`src/qbr_pkg.sv`:
```
// Shared types, constants and codes for the quartic bisection root finder.
`timescale 1ns / 1ps

package qbr_pkg;

  localparam int WORD_BITS      = 32;
  localparam int FRACTION_BITS  = 16;
  localparam int PROD_BITS      = 2 * WORD_BITS;
  localparam int SCALED_BITS    = PROD_BITS - FRACTION_BITS;
  localparam int STEP_BITS      = 6;
  localparam int TOL_BITS       = 16;
  localparam int CFG_INDEX_BITS = 3;
  localparam int COEF_SEL_BITS  = 2;

  localparam logic [STEP_BITS-1:0] MAX_ITERATIONS = 6'd63;

  localparam logic signed [WORD_BITS-1:0] WORD_MAX = {1'b0, {(WORD_BITS-1){1'b1}}};
  localparam logic signed [WORD_BITS-1:0] WORD_MIN = {1'b1, {(WORD_BITS-1){1'b0}}};

  // Configuration register indexes.
  localparam logic [CFG_INDEX_BITS-1:0] REG_COEF_FOURTH    = 3'd0;
  localparam logic [CFG_INDEX_BITS-1:0] REG_COEF_THIRD     = 3'd1;
  localparam logic [CFG_INDEX_BITS-1:0] REG_COEF_SECOND    = 3'd2;
  localparam logic [CFG_INDEX_BITS-1:0] REG_COEF_FIRST     = 3'd3;
  localparam logic [CFG_INDEX_BITS-1:0] REG_COEF_CONSTANT  = 3'd4;
  localparam logic [CFG_INDEX_BITS-1:0] REG_ITERATION_LIMIT = 3'd5;
  localparam logic [CFG_INDEX_BITS-1:0] REG_ZERO_TOLERANCE = 3'd6;

  // Outcome codes.
  localparam logic [1:0] OUTCOME_NO_ROOT = 2'd0;
  localparam logic [1:0] OUTCOME_EXACT   = 2'd1;
  localparam logic [1:0] OUTCOME_LIMIT   = 2'd2;

  // Horner coefficient selects, in order of use after the leading term.
  localparam logic [COEF_SEL_BITS-1:0] COEF_SEL_THIRD    = 2'd0;
  localparam logic [COEF_SEL_BITS-1:0] COEF_SEL_SECOND   = 2'd1;
  localparam logic [COEF_SEL_BITS-1:0] COEF_SEL_FIRST    = 2'd2;
  localparam logic [COEF_SEL_BITS-1:0] COEF_SEL_CONSTANT = 2'd3;

  typedef struct packed {
    logic signed [WORD_BITS-1:0] lower_bound;
    logic signed [WORD_BITS-1:0] upper_bound;
  } operands_t;

  typedef struct packed {
    logic signed [WORD_BITS-1:0] root_estimate;
    logic [1:0]                  outcome;
    logic [STEP_BITS-1:0]        steps_taken;
  } result_t;

  typedef struct packed {
    logic signed [WORD_BITS-1:0] coef_fourth;
    logic signed [WORD_BITS-1:0] coef_third;
    logic signed [WORD_BITS-1:0] coef_second;
    logic signed [WORD_BITS-1:0] coef_first;
    logic signed [WORD_BITS-1:0] coef_constant;
    logic [STEP_BITS-1:0]        iteration_limit;
    logic [TOL_BITS-1:0]         zero_tolerance;
  } cfg_t;

  typedef enum logic [2:0] {
    ST_IDLE,
    ST_SETUP,
    ST_MUL,
    ST_ADD,
    ST_JUDGE
  } state_t;

  typedef enum logic [1:0] {
    PH_LOWER,
    PH_UPPER,
    PH_MID
  } phase_t;

  typedef enum logic [1:0] {
    XS_LOWER,
    XS_UPPER,
    XS_MID
  } xsel_t;

  typedef enum logic [1:0] {
    RS_ZERO,
    RS_X,
    RS_MID
  } rootsel_t;

  typedef struct packed {
    logic                     load;
    logic                     setup;
    xsel_t                    xsel;
    logic                     mul;
    logic                     add;
    logic [COEF_SEL_BITS-1:0] coef_sel;
    logic                     save_lo_sign;
    logic                     bisect;
    logic                     finish;
    rootsel_t                 root_sel;
    logic [1:0]               outcome;
    logic [STEP_BITS-1:0]     steps;
  } dp_cmd_t;

  typedef struct packed {
    logic signs_agree;
    logic tol_hit;
  } dp_status_t;

endpackage

```
`src/quartic_bisection_root_top.sv`:
```
// Top level of the quartic bisection root finder.
`timescale 1ns / 1ps

// Finds a root of c4*x^4 + c3*x^3 + c2*x^2 + c1*x + c0 on [lower, upper], signed Q16.16.
// Configuration: write cfg_data to register cfg_index while cfg_write is high; the
// coefficients, iteration limit and zero tolerance take effect on the next item.
// Write them only while the block is idle.
// Input: an operand beat is taken at a clock edge with start high and busy low.
// Output: done is high for one cycle with the result beat on the result port;
// the receiver cannot stall it, so it must take the beat in that cycle.
// Each polynomial evaluation uses one shared 32x32 multiplier and a saturating
// adder: a setup step, then a multiply step and an add step per Horner term,
// then a decision step. Both ends are evaluated first, then one midpoint per
// bisection step, up to the iteration limit. busy falls in the cycle in which
// done is high, so a new beat may be started then.
// Reset clears the controller and the result strobe and restores the register
// defaults; an item in flight is dropped.

module quartic_bisection_root_top (
  input  logic                                clk,
  input  logic                                rst,
  input  logic                                start,
  output logic                                busy,
  input  qbr_pkg::operands_t                  operands,
  output logic                                done,
  output qbr_pkg::result_t                    result,
  input  logic                                cfg_write,
  input  logic [qbr_pkg::CFG_INDEX_BITS-1:0]  cfg_index,
  input  logic [qbr_pkg::WORD_BITS-1:0]       cfg_data
);
  import qbr_pkg::*;

  cfg_t       cfg;
  dp_cmd_t    cmd;
  dp_status_t status;

  qbr_cfg u_cfg (
    .clk       (clk),
    .rst       (rst),
    .cfg_write (cfg_write),
    .cfg_index (cfg_index),
    .cfg_data  (cfg_data),
    .cfg       (cfg)
  );

  qbr_ctrl u_ctrl (
    .clk             (clk),
    .rst             (rst),
    .start           (start),
    .iteration_limit (cfg.iteration_limit),
    .status          (status),
    .busy            (busy),
    .cmd             (cmd)
  );

  qbr_dp u_dp (
    .clk      (clk),
    .rst      (rst),
    .cfg      (cfg),
    .operands (operands),
    .cmd      (cmd),
    .status   (status),
    .done     (done),
    .result   (result)
  );

  a_accept_busy: assert property (@(posedge clk) disable iff (rst)
    (start && !busy) |=> busy)
    else $error("accepted beat did not make the block busy");

  a_done_after_busy: assert property (@(posedge clk) disable iff (rst)
    done |-> $past(busy))
    else $error("result beat without a beat in progress");

  a_done_single: assert property (@(posedge clk) disable iff (rst)
    done |=> !done)
    else $error("result strobe held for more than one cycle");

  a_no_root_fields: assert property (@(posedge clk) disable iff (rst)
    (done && result.outcome == OUTCOME_NO_ROOT) |->
      (result.root_estimate == '0 && result.steps_taken == '0))
    else $error("no-root result with nonzero estimate or step count");

  a_exact_steps: assert property (@(posedge clk) disable iff (rst)
    (done && result.outcome == OUTCOME_EXACT) |-> (result.steps_taken != '0))
    else $error("exact root reported without a midpoint evaluation");

endmodule

```
`src/qbr_cfg.sv`:
```
// Configuration register file for the quartic bisection root finder.
`timescale 1ns / 1ps

module qbr_cfg (
  input  logic                                clk,
  input  logic                                rst,
  input  logic                                cfg_write,
  input  logic [qbr_pkg::CFG_INDEX_BITS-1:0]  cfg_index,
  input  logic [qbr_pkg::WORD_BITS-1:0]       cfg_data,
  output qbr_pkg::cfg_t                       cfg
);
  import qbr_pkg::*;

  always_ff @(posedge clk) begin
    if (rst) begin
      cfg.coef_fourth     <= '0;
      cfg.coef_third      <= '0;
      cfg.coef_second     <= '0;
      cfg.coef_first      <= '0;
      cfg.coef_constant   <= '0;
      cfg.iteration_limit <= STEP_BITS'(32);
      cfg.zero_tolerance  <= TOL_BITS'(1);
    end else if (cfg_write) begin
      unique case (cfg_index)
        REG_COEF_FOURTH:     cfg.coef_fourth     <= $signed(cfg_data);
        REG_COEF_THIRD:      cfg.coef_third      <= $signed(cfg_data);
        REG_COEF_SECOND:     cfg.coef_second     <= $signed(cfg_data);
        REG_COEF_FIRST:      cfg.coef_first      <= $signed(cfg_data);
        REG_COEF_CONSTANT:   cfg.coef_constant   <= $signed(cfg_data);
        REG_ITERATION_LIMIT: cfg.iteration_limit <= cfg_data[STEP_BITS-1:0];
        REG_ZERO_TOLERANCE:  cfg.zero_tolerance  <= cfg_data[TOL_BITS-1:0];
        default: ;
      endcase
    end
  end

endmodule

```
`src/qbr_dp.sv`:
```
// Datapath: interval registers, shared Horner multiplier and adder, result register.
`timescale 1ns / 1ps

module qbr_dp (
  input  logic                  clk,
  input  logic                  rst,
  input  qbr_pkg::cfg_t         cfg,
  input  qbr_pkg::operands_t    operands,
  input  qbr_pkg::dp_cmd_t      cmd,
  output qbr_pkg::dp_status_t   status,
  output logic                  done,
  output qbr_pkg::result_t      result
);
  import qbr_pkg::*;

  // Product scaled down by the fraction width, magnitude truncated toward zero,
  // then saturated to the word range.
  function automatic logic signed [WORD_BITS-1:0] scale_sat(
      input logic signed [PROD_BITS-1:0] p);
    logic signed [PROD_BITS-1:0]   biased;
    logic signed [SCALED_BITS-1:0] q;
    biased = p + $signed({{(PROD_BITS-FRACTION_BITS){1'b0}}, {FRACTION_BITS{p[PROD_BITS-1]}}});
    q = SCALED_BITS'(biased >>> FRACTION_BITS);
    if (!q[SCALED_BITS-1] && (|q[SCALED_BITS-2:WORD_BITS-1])) begin
      return WORD_MAX;
    end else if (q[SCALED_BITS-1] && !(&q[SCALED_BITS-2:WORD_BITS-1])) begin
      return WORD_MIN;
    end
    return q[WORD_BITS-1:0];
  endfunction

  function automatic logic signed [WORD_BITS-1:0] add_sat(
      input logic signed [WORD_BITS-1:0] a,
      input logic signed [WORD_BITS-1:0] b);
    logic signed [WORD_BITS:0] s;
    s = (WORD_BITS+1)'(a) + (WORD_BITS+1)'(b);
    if (s[WORD_BITS] != s[WORD_BITS-1]) begin
      return s[WORD_BITS] ? WORD_MIN : WORD_MAX;
    end
    return s[WORD_BITS-1:0];
  endfunction

  logic signed [WORD_BITS-1:0] lo;
  logic signed [WORD_BITS-1:0] hi;
  logic signed [WORD_BITS-1:0] x;
  logic signed [WORD_BITS-1:0] acc;
  logic signed [PROD_BITS-1:0] prod;
  logic                        slo_zero;
  logic                        slo_neg;

  logic signed [WORD_BITS:0]   mid_sum;
  logic signed [WORD_BITS-1:0] mid;
  logic signed [WORD_BITS-1:0] coef;
  logic [WORD_BITS-1:0]        acc_mag;
  logic                        acc_zero;
  logic signed [WORD_BITS-1:0] root_value;

  // Midpoint is floor((lo + hi) / 2) on a sum one bit wider than the word.
  assign mid_sum  = (WORD_BITS+1)'(lo) + (WORD_BITS+1)'(hi);
  assign mid      = mid_sum[WORD_BITS:1];
  assign acc_zero = (acc == '0);
  assign acc_mag  = acc[WORD_BITS-1] ? (~acc + 1'b1) : acc;

  assign status.signs_agree = !slo_zero && !acc_zero && (slo_neg == acc[WORD_BITS-1]);
  assign status.tol_hit     = acc_mag < {{(WORD_BITS-TOL_BITS){1'b0}}, cfg.zero_tolerance};

  always_comb begin
    unique case (cmd.coef_sel)
      COEF_SEL_THIRD:    coef = cfg.coef_third;
      COEF_SEL_SECOND:   coef = cfg.coef_second;
      COEF_SEL_FIRST:    coef = cfg.coef_first;
      COEF_SEL_CONSTANT: coef = cfg.coef_constant;
      default:           coef = cfg.coef_constant;
    endcase
  end

  always_comb begin
    unique case (cmd.root_sel)
      RS_ZERO: root_value = '0;
      RS_X:    root_value = x;
      RS_MID:  root_value = mid;
      default: root_value = '0;
    endcase
  end

  always_ff @(posedge clk) begin
    if (cmd.load) begin
      lo <= operands.lower_bound;
      hi <= operands.upper_bound;
    end
    if (cmd.setup) begin
      unique case (cmd.xsel)
        XS_LOWER: x <= lo;
        XS_UPPER: x <= hi;
        XS_MID:   x <= mid;
        default:  x <= mid;
      endcase
      acc <= cfg.coef_fourth;
    end
    if (cmd.mul) begin
      prod <= PROD_BITS'(acc) * PROD_BITS'(x);
    end
    if (cmd.add) begin
      acc <= add_sat(scale_sat(prod), coef);
    end
    if (cmd.save_lo_sign) begin
      slo_zero <= acc_zero;
      slo_neg  <= acc[WORD_BITS-1];
    end
    // The interval keeps its lower half unless the midpoint has the sign of the lower end.
    if (cmd.bisect) begin
      if (!status.signs_agree) begin
        hi <= x;
      end else begin
        lo       <= x;
        slo_zero <= acc_zero;
        slo_neg  <= acc[WORD_BITS-1];
      end
    end
    if (cmd.finish) begin
      result.root_estimate <= root_value;
      result.outcome       <= cmd.outcome;
      result.steps_taken   <= cmd.steps;
    end
  end

  always_ff @(posedge clk) begin
    if (rst) begin
      done <= 1'b0;
    end else begin
      done <= cmd.finish;
    end
  end

endmodule

```
`src/qbr_ctrl.sv`:
```
// Controller: sequences the end evaluations, the bisection steps and the result beat.
`timescale 1ns / 1ps

module qbr_ctrl (
  input  logic                            clk,
  input  logic                            rst,
  input  logic                            start,
  input  logic [qbr_pkg::STEP_BITS-1:0]   iteration_limit,
  input  qbr_pkg::dp_status_t             status,
  output logic                            busy,
  output qbr_pkg::dp_cmd_t                cmd
);
  import qbr_pkg::*;

  state_t                   state;
  state_t                   state_next;
  phase_t                   phase;
  phase_t                   phase_next;
  logic [COEF_SEL_BITS-1:0] term;
  logic [STEP_BITS-1:0]     iter;
  logic [STEP_BITS-1:0]     iter_next;
  logic [STEP_BITS-1:0]     iter_inc;
  logic [STEP_BITS-1:0]     limit;

  assign limit    = (iteration_limit > MAX_ITERATIONS) ? MAX_ITERATIONS : iteration_limit;
  assign iter_inc = iter + 1'b1;
  assign busy     = (state != ST_IDLE);

  // Next state, phase and iteration count.
  always_comb begin
    state_next = state;
    phase_next = phase;
    iter_next  = iter;
    unique case (state)
      ST_IDLE: begin
        if (start) begin
          state_next = ST_SETUP;
          phase_next = PH_LOWER;
        end
      end
      ST_SETUP: state_next = ST_MUL;
      ST_MUL:   state_next = ST_ADD;
      ST_ADD: begin
        state_next = (term == COEF_SEL_CONSTANT) ? ST_JUDGE : ST_MUL;
      end
      ST_JUDGE: begin
        unique case (phase)
          PH_LOWER: begin
            state_next = ST_SETUP;
            phase_next = PH_UPPER;
          end
          PH_UPPER: begin
            if (status.signs_agree || limit == '0) begin
              state_next = ST_IDLE;
            end else begin
              state_next = ST_SETUP;
              phase_next = PH_MID;
              iter_next  = '0;
            end
          end
          PH_MID: begin
            if (status.tol_hit || iter_inc == limit) begin
              state_next = ST_IDLE;
            end else begin
              state_next = ST_SETUP;
              iter_next  = iter_inc;
            end
          end
          default: state_next = ST_IDLE;
        endcase
      end
      default: state_next = ST_IDLE;
    endcase
  end

  // Datapath commands.
  always_comb begin
    cmd = '0;
    cmd.coef_sel = term;
    unique case (phase)
      PH_LOWER: cmd.xsel = XS_LOWER;
      PH_UPPER: cmd.xsel = XS_UPPER;
      PH_MID:   cmd.xsel = XS_MID;
      default:  cmd.xsel = XS_MID;
    endcase
    unique case (state)
      ST_IDLE:  cmd.load  = start;
      ST_SETUP: cmd.setup = 1'b1;
      ST_MUL:   cmd.mul   = 1'b1;
      ST_ADD:   cmd.add   = 1'b1;
      ST_JUDGE: begin
        unique case (phase)
          PH_LOWER: cmd.save_lo_sign = 1'b1;
          PH_UPPER: begin
            if (status.signs_agree) begin
              cmd.finish   = 1'b1;
              cmd.root_sel = RS_ZERO;
              cmd.outcome  = OUTCOME_NO_ROOT;
              cmd.steps    = '0;
            end else if (limit == '0) begin
              cmd.finish   = 1'b1;
              cmd.root_sel = RS_MID;
              cmd.outcome  = OUTCOME_LIMIT;
              cmd.steps    = '0;
            end
          end
          PH_MID: begin
            if (status.tol_hit) begin
              cmd.finish   = 1'b1;
              cmd.root_sel = RS_X;
              cmd.outcome  = OUTCOME_EXACT;
              cmd.steps    = iter_inc;
            end else begin
              cmd.bisect = 1'b1;
              if (iter_inc == limit) begin
                cmd.finish   = 1'b1;
                cmd.root_sel = RS_X;
                cmd.outcome  = OUTCOME_LIMIT;
                cmd.steps    = limit;
              end
            end
          end
          default: ;
        endcase
      end
      default: ;
    endcase
  end

  always_ff @(posedge clk) begin
    if (rst) begin
      state <= ST_IDLE;
      phase <= PH_LOWER;
      iter  <= '0;
      term  <= COEF_SEL_THIRD;
    end else begin
      state <= state_next;
      phase <= phase_next;
      iter  <= iter_next;
      if (state == ST_SETUP) begin
        term <= COEF_SEL_THIRD;
      end else if (state == ST_ADD) begin
        term <= term + 1'b1;
      end
    end
  end

endmodule
```
`config.mk`:
```
export PLATFORM = sky130hd
export DESIGN_NAME = quartic_bisection_root_top
export DESIGN_NICKNAME = d
export VERILOG_FILES = /design/src/qbr_pkg.sv /design/src/quartic_bisection_root_top.sv /design/src/qbr_cfg.sv /design/src/qbr_dp.sv /design/src/qbr_ctrl.sv
export SDC_FILE = /design/constraint.sdc
export NUM_CORES = 2
export LEC_CHECK = 0
export BUFFER_PORTS_ARGS = -buffer_cell sky130_fd_sc_hd__buf_2
export CORE_MARGIN = 2
export CORE_UTILIZATION = 60
export CTS_CLUSTER_DIAMETER = 200
export DETAILED_ROUTE_END_ITERATION = 10
export HOLD_SLACK_MARGIN = 0.12
export PLACE_DENSITY = 0.79
export RECOVER_POWER = 100
export SYNTH_ARGS = -nofsm -noshare
export SYNTH_HDL_FRONTEND = slang
export SYNTH_SLANG_ARGS = --single-unit
```
`constraint.sdc`:
```
create_clock -name clk -period 9.1 [get_ports clk]
set_clock_uncertainty 0.15 [all_clocks]
set_input_delay 0.455 -clock clk [delete_from_list [all_inputs] [get_ports clk]]
set_output_delay 0.455 -clock clk [all_outputs]
set_load 0.1 [all_outputs]
```
Word-level counts from Yosys, hierarchy flattened
Index checks and enable logic that the tools add are counted.
{"block": "word_totals", "output_inout_bits": 42, "word_cells": 149, "register_bits": 430}
{"block": "classes", "magnitude_cmp": 2, "reduce_logical": 33, "mul": 1, "muxes": 58, "eq_ne": 26, "bitwise_logic": 1, "n_addsub": 6}
{"cell": "$mux 32", "n": 16}
{"cell": "$pmux 32 s2", "n": 2}
{"cell": "$pmux 32 s4", "n": 1}
{"cell": "$add 32x32->33", "n": 2}
{"cell": "$add 64x17->64", "n": 1}
{"cell": "$mul 32x32->64", "n": 1}
{"cell": "$mux 11", "n": 4}
{"cell": "$add 32x1->32 const B", "n": 1}
{"cell": "$logic_not 32->1", "n": 1}
{"cell": "$lt 32x16->1", "n": 1}
{"cell": "$not 32->32", "n": 1}
{"cell": "$pmux 11 s2", "n": 1}
{"cell": "$mux 1", "n": 20}
{"cell": "$mux 6", "n": 3}
{"cell": "$reduce_and 16->1", "n": 1}
{"cell": "$reduce_or 16->1", "n": 1}
{"cell": "$pmux 3 s5", "n": 1}
{"cell": "$reduce_and 2->1", "n": 7}
{"cell": "$mux 13", "n": 1}
{"cell": "$eq 3x2->1 const B", "n": 4}
{"cell": "$eq 3x3->1 const B", "n": 4}
{"cell": "$pmux 2 s2", "n": 3}
{"cell": "$pmux 6 s2", "n": 1}
{"cell": "$pmux 3 s3", "n": 1}
{"cell": "23 further kinds", "n": 48}

Logic depth before layout (Yosys ltp)
{"block": "depth", "word_depth": 15, "depth_mapped": 31, "mapped_depth_nobuf": 27}

By module
A second synthesis with hierarchy kept.
{"block": "hier_totals", "hier_cells": 6177, "area_unflattened_um2": 59932.5}
{"mod": "qbr_dp", "area_each_um2": 51627.0, "instances": 1, "cells_per_inst": 5395, "seq_area_each_um2": 6406.1}
{"mod": "qbr_cfg", "area_each_um2": 7146.9, "instances": 1, "cells_per_inst": 638, "seq_area_each_um2": 3643.5}
{"mod": "qbr_ctrl", "area_each_um2": 1158.6, "instances": 1, "cells_per_inst": 144, "seq_area_each_um2": 260.2}

Least setup slack after synthesis
Ideal clock, no wire load.
{"block": "synth_path", "kind": "reg-to-reg", "start": "reg u_dp.acc[31]", "end": "reg u_dp.prod[63] (data pin)", "path_stages_with_launch": 30, "arrival_ns": 8.234, "t_required_ns": 8.690, "synth_period_minus_slack_ns": 8.644, "path_buffers": 5, "setup_slack_ns": 0.456, "cell_sequence": "edfxtp_1 > clkbuf_1 > clkbuf_1 > clkbuf_1 > buf_1 > nand2_1 > inv_1 > fa_1 > fa_1 > fa_1 > fa_1 > inv_1 > fa_1 > inv_1 > fa_1 > inv_1 > fa_1 > inv_1 > fa_1 > ha_1 > clkbuf_1 > a21oi_1 > o21bai_1 > a21oi_1 > nor2b_1 > nor3_1 > a21oi_1 > nand3_1 > a32oi_1 > xnor2_1"}
{"block": "synth_via", "elab_chain_len": 1}
{"element": "start, declared", "line_no": "qbr_dp.sv:46", "rtl": "logic signed [WORD_BITS-1:0] acc;"}
{"element": "start signal, assigned", "line_no": "qbr_dp.sv:98", "rtl": "acc <= cfg.coef_fourth;"}
{"element": "start signal, assigned", "line_no": "qbr_dp.sv:104", "rtl": "acc <= add_sat(scale_sat(prod), coef);"}
{"element": "$mul 32x32->64", "line_no": "qbr_dp.sv:101", "rtl": "prod <= PROD_BITS'(acc) * PROD_BITS'(x);"}
{"element": "end signal, assigned", "line_no": "qbr_dp.sv:101"}
{"element": "end, declared", "line_no": "qbr_dp.sv:47", "rtl": "logic signed [PROD_BITS-1:0] prod;"}
Every way passes these cells.
A chain may end at the register's enable or synchronous reset.

Worst setup path after layout
{"block": "layout_path", "start": "reg u_dp.acc[13]", "end": "reg u_dp.prod[60] (data pin)"}
The elaborated chain is that of the path after synthesis.

==> run_results.csv <==
group,metric,value,unit
cts,clk_latency,0.63,ns
yosys,syn_inst,6554,
timing,worstMarginPinSlew,4.31,ns
route,drtIter0Drc,4529,
setup_path,reg2reg_from,"u_dp.acc[13]",
final_layout,drive_gt1_frac,0.0553,
route,firstDrtPassIters,6,
timing,hold_violations,0,
placement,finalWeightedCongestion,0.968,
route,avgViaCountPerCell,5.93,
outcome,status,"finished with violations",
yosys,synth_edf_count,168,
setup_path,r2r_end,"u_dp.prod[60]",
setup_path,cpPeakStageDelay,0.93,ns
timing,min_period,8.81,ns
setup_path,cp_slowest_cell,"edfxtp_1",
setup_path,cp-startpoint,"u_dp.acc[13]",
yosys,synth-seq-cells,430,
yosys,synth_compound_area_frac,0.0980,
route,wirelength,167000,um
placement,hpwl,129000,um
yosys,synth_area,59400,um^2
yosys,synth_fa_ha_area_frac,0.429,
yosys,synth_top_cell_by_area,"fa_1",
route,num_vias,47100,
setup_path,cpMostUsedCell,"fa_1",
die,die_h,319,um
final_layout,synthToLayoutAreaGrowth,7.69,%
yosys,ys.flop_type,"dfxtp_1",
cts,cts_tree,"yes",
timing,slew_headroom,-1.87,
final_layout,final_nets,8096,
global_routing,grt_overflow_total,0,
placement,portBuffers,144,
yosys,synth_fp_nets,8031,
cts,cts-buffers-inserted,44,
flow_run,cap_violations,13,
setup_path,endpoint,"u_dp.prod[60]",
yosys,synth_top_area_share,0.365,
setup_path,path_class,"flip-flop to flip-flop",
yosys,avgSynthCellArea,9.06,um^2
setup_path,crit_path_cell_trace,"buf_4 > and2_1 > fa_1 > fa_1 > inv_1 > fa_1 > fa_1 > inv_1 > fa_1 > fa_1 > fa_1 > fa_1 > ha_1 > a21o_1 > a21o_1 > a21oi_1 > nand3b_1 > a311o_1 > nand4_1 > a21oi_1 > nor3_1 > o31ai_1 > a2111o_1 > nand3_1",
cts,path_clk_slew,0.07,ns
cts,cts.path.max_buffers,3,
setup_path,worstPathRequired,9.39,ns
global_routing,grt_use_total,0.332,
timing,fin_setup_tns,0,ns
route,drtAntennaViolNets,0,
yosys,yosys_warnings,0,
setup_path,cp.arrival,9.10,ns
setup_path,crit_path_max_fanout,20,
yosys,synthTopCellsByArea,"fa_1, dfxtp_1, edfxtp_1",
yosys,synth_cell_types,86,
yosys,synth_top_family_by_area,"adder cells",
timing,finalMaxSlewViolations,660,
setup_path,r2r_cells,24,
final_layout,fill_cells,7701,
die,die_x,319,um
route,drc,0,
timing,setup_violations,0,
yosys,synth_xor_area_frac,0.0249,
yosys,ys_seq_area_frac,0.173,
timing,fin_crit_sh,0.968,
yosys,muxShareOfSynthArea,0.0185,
worst_hold_path,hold_path.class,"input port to flip-flop",
global_routing,grt_max_degree,101,
setup_path,reg2reg_slack,0.29,ns
setup_path,worstSetupEndpointType,"flip-flop",
yosys,synthArstFlopShare,0,
cts,cts-root-buf,"clkbuf_16",
cts,cts.sinks,430,
global_routing,antenna_found_initial,7,
global_routing,grt_pass1_wl,267000,um
die,core_area,98300,um^2
die,initial_utilization,0.605,
die,ios,145,
outcome,violations,"max-capacitance violations, max-slew violations",
setup_path,cp-start-kind,"flip-flop",
route,post_drt_wl_per_cell,21.0,um
die,die_area,102000,um^2
timing,fmax,113,MHz
timing,rsz0062_at_grt,"false",
global_routing,first_global_vias,49800,
yosys,yosys.area_share.simple,0.165,
cts,htree_levels,2,
die,row_count,115,
## cell usage after synthesis (8+ instances only)
cell type / count
nand2_1: 1092
fa_1: 1084
inv_1: 1052
and2_1: 521
clkbuf_1: 364
a21oi_1: 350
ha_1: 290
dfxtp_1: 262
o21ai_0: 210
nor2_1: 171
edfxtp_1: 168
xnor2_1: 116
mux2i_1: 103
a21o_1: 85
nor3_1: 70
a22oi_1: 53
xor2_1: 53
nand3_1: 51
a222oi_1: 32
and3_1: 31
o21bai_1: 29
nand2b_1: 28
nand4_1: 24
a31oi_1: 21
nor2b_1: 20
o21a_1: 19
buf_1: 18
a211oi_1: 16
o31ai_1: 14
maj3_1: 13
or2_2: 13
a22o_1: 12
nor4_1: 12
nor3b_1: 10
or3_1: 10
o211ai_1: 9
a21boi_0: 8
a31o_2: 8
## layer usage
metal  up-vias  wire (um)  track usage
met5         -         81            0
met4        10       7380        0.138
met3       503      16900       0.0596
met2      2445      79700        0.550
met1     23500      62600        0.433
li1      20600          -            -
## critical path, delay by kind of cell, from the launching register on
kind | cells | cell delay (ns)
fa+ha+maj | 9 | 4.31
compound gates | 7 | 1.75
simple gates | 5 | 0.94
flops | 1 | 0.93
buf+inv | 3 | 0.52
## flip-flops by register name (all words and copies together) (netlist names)
| register | cells |
|---|---|
| u_cfg.cfg | 182 |
| u_dp.prod | 64 |
| u_dp.result | 40 |
| u_dp.acc | 32 |
| u_dp.hi | 32 |
| u_dp.lo | 32 |
| u_dp.x | 32 |
| u_ctrl.iter | 6 |
| u_ctrl.state | 3 |
| u_ctrl.phase | 2 |
| u_ctrl.term | 2 |
| u_dp.done | 1 |
| u_dp.slo_neg | 1 |
| u_dp.slo_zero | 1 |
## worst min-delay path by stage
stage,to,from,depth (start not counted),slack (ns)
after floorplan,u_cfg.cfg[119],u_cfg.cfg[119],2,0.28
after global placement,u_cfg.cfg[119],u_cfg.cfg[119],2,0.29
after detailed placement,u_cfg.cfg[147],u_cfg.cfg[147],2,0.30
after CTS,u_cfg.cfg[16],rst,2,0.16
after global routing,u_cfg.cfg[51],cfg_index[1],4,0.23
final,u_cfg.cfg[43],cfg_index[1],4,0.22
## timing repair
| action | CTS | global route |
|---|---|---|
| hold endpoints to repair | 246 | 0 |
| endpoints found under the setup margin | 0 | 2 |
| hold buffers | 97 | 0 |
| resized for setup | 0 | 1 |
| setup buffers | 0 | 6 |
## cells by family (layout without fill, tap and decap cells)
logic type	after synthesis	count (layout)
compound gates	934	934
xor+xnor	169	169
fa+ha+maj	1387	1387
buf+inv	1443	1542
flops	430	430
mux	109	109
other cells	0	1
simple gates	2082	2082
## final cells by class
cell class	count	area, um^2	share of cell area
antenna	1	2.50	0.0000391
clock buffer	57	1250	0.0196
clock inverter	23	233	0.00364
inverter	1053	3950	0.0618
multi-input combinational	4681	43700	0.683
sequential	430	10300	0.161
tap	1287	1610	0.0252
timing repair buffer	409	2910	0.0455
## placed cells by master, fill, tap and decap left out, drive strengths merged, types with 51 or more instances in the layout
cell,Yosys,routed
nor3,71,71
o21ai,211,211
dlygate4sd3,0,97
xnor2,116,116
inv,1053,1059
nor2,171,171
fa,1084,1084
buf,26,246
dfxtp,262,262
nand3,51,51
clkbuf,364,123
edfxtp,168,168
and2,522,522
xor2,53,53
ha,290,290
a22oi,54,54
a21oi,350,350
nand2,1093,1093
mux2i,103,103
a21o,85,85
## metrics by stage
stage	hold WS [ns]	area, um^2	setup slack [ns]	util	cells
floorplan	0.283	59400	0.456	-	6554
global placement	0.289	61600	0.561	0.627	7757
detailed placement	0.296	61600	0.408	0.627	7757
CTS	0.159	64100	0.313	0.652	7934
global route	0.232	64000	0.00704	0.651	7940
finish	0.224	64000	0.288	0.651	7941
Power is left out: the tool's default activity adds up to more than one toggle a clock period on the data nets, which glitch-free logic cannot reach.
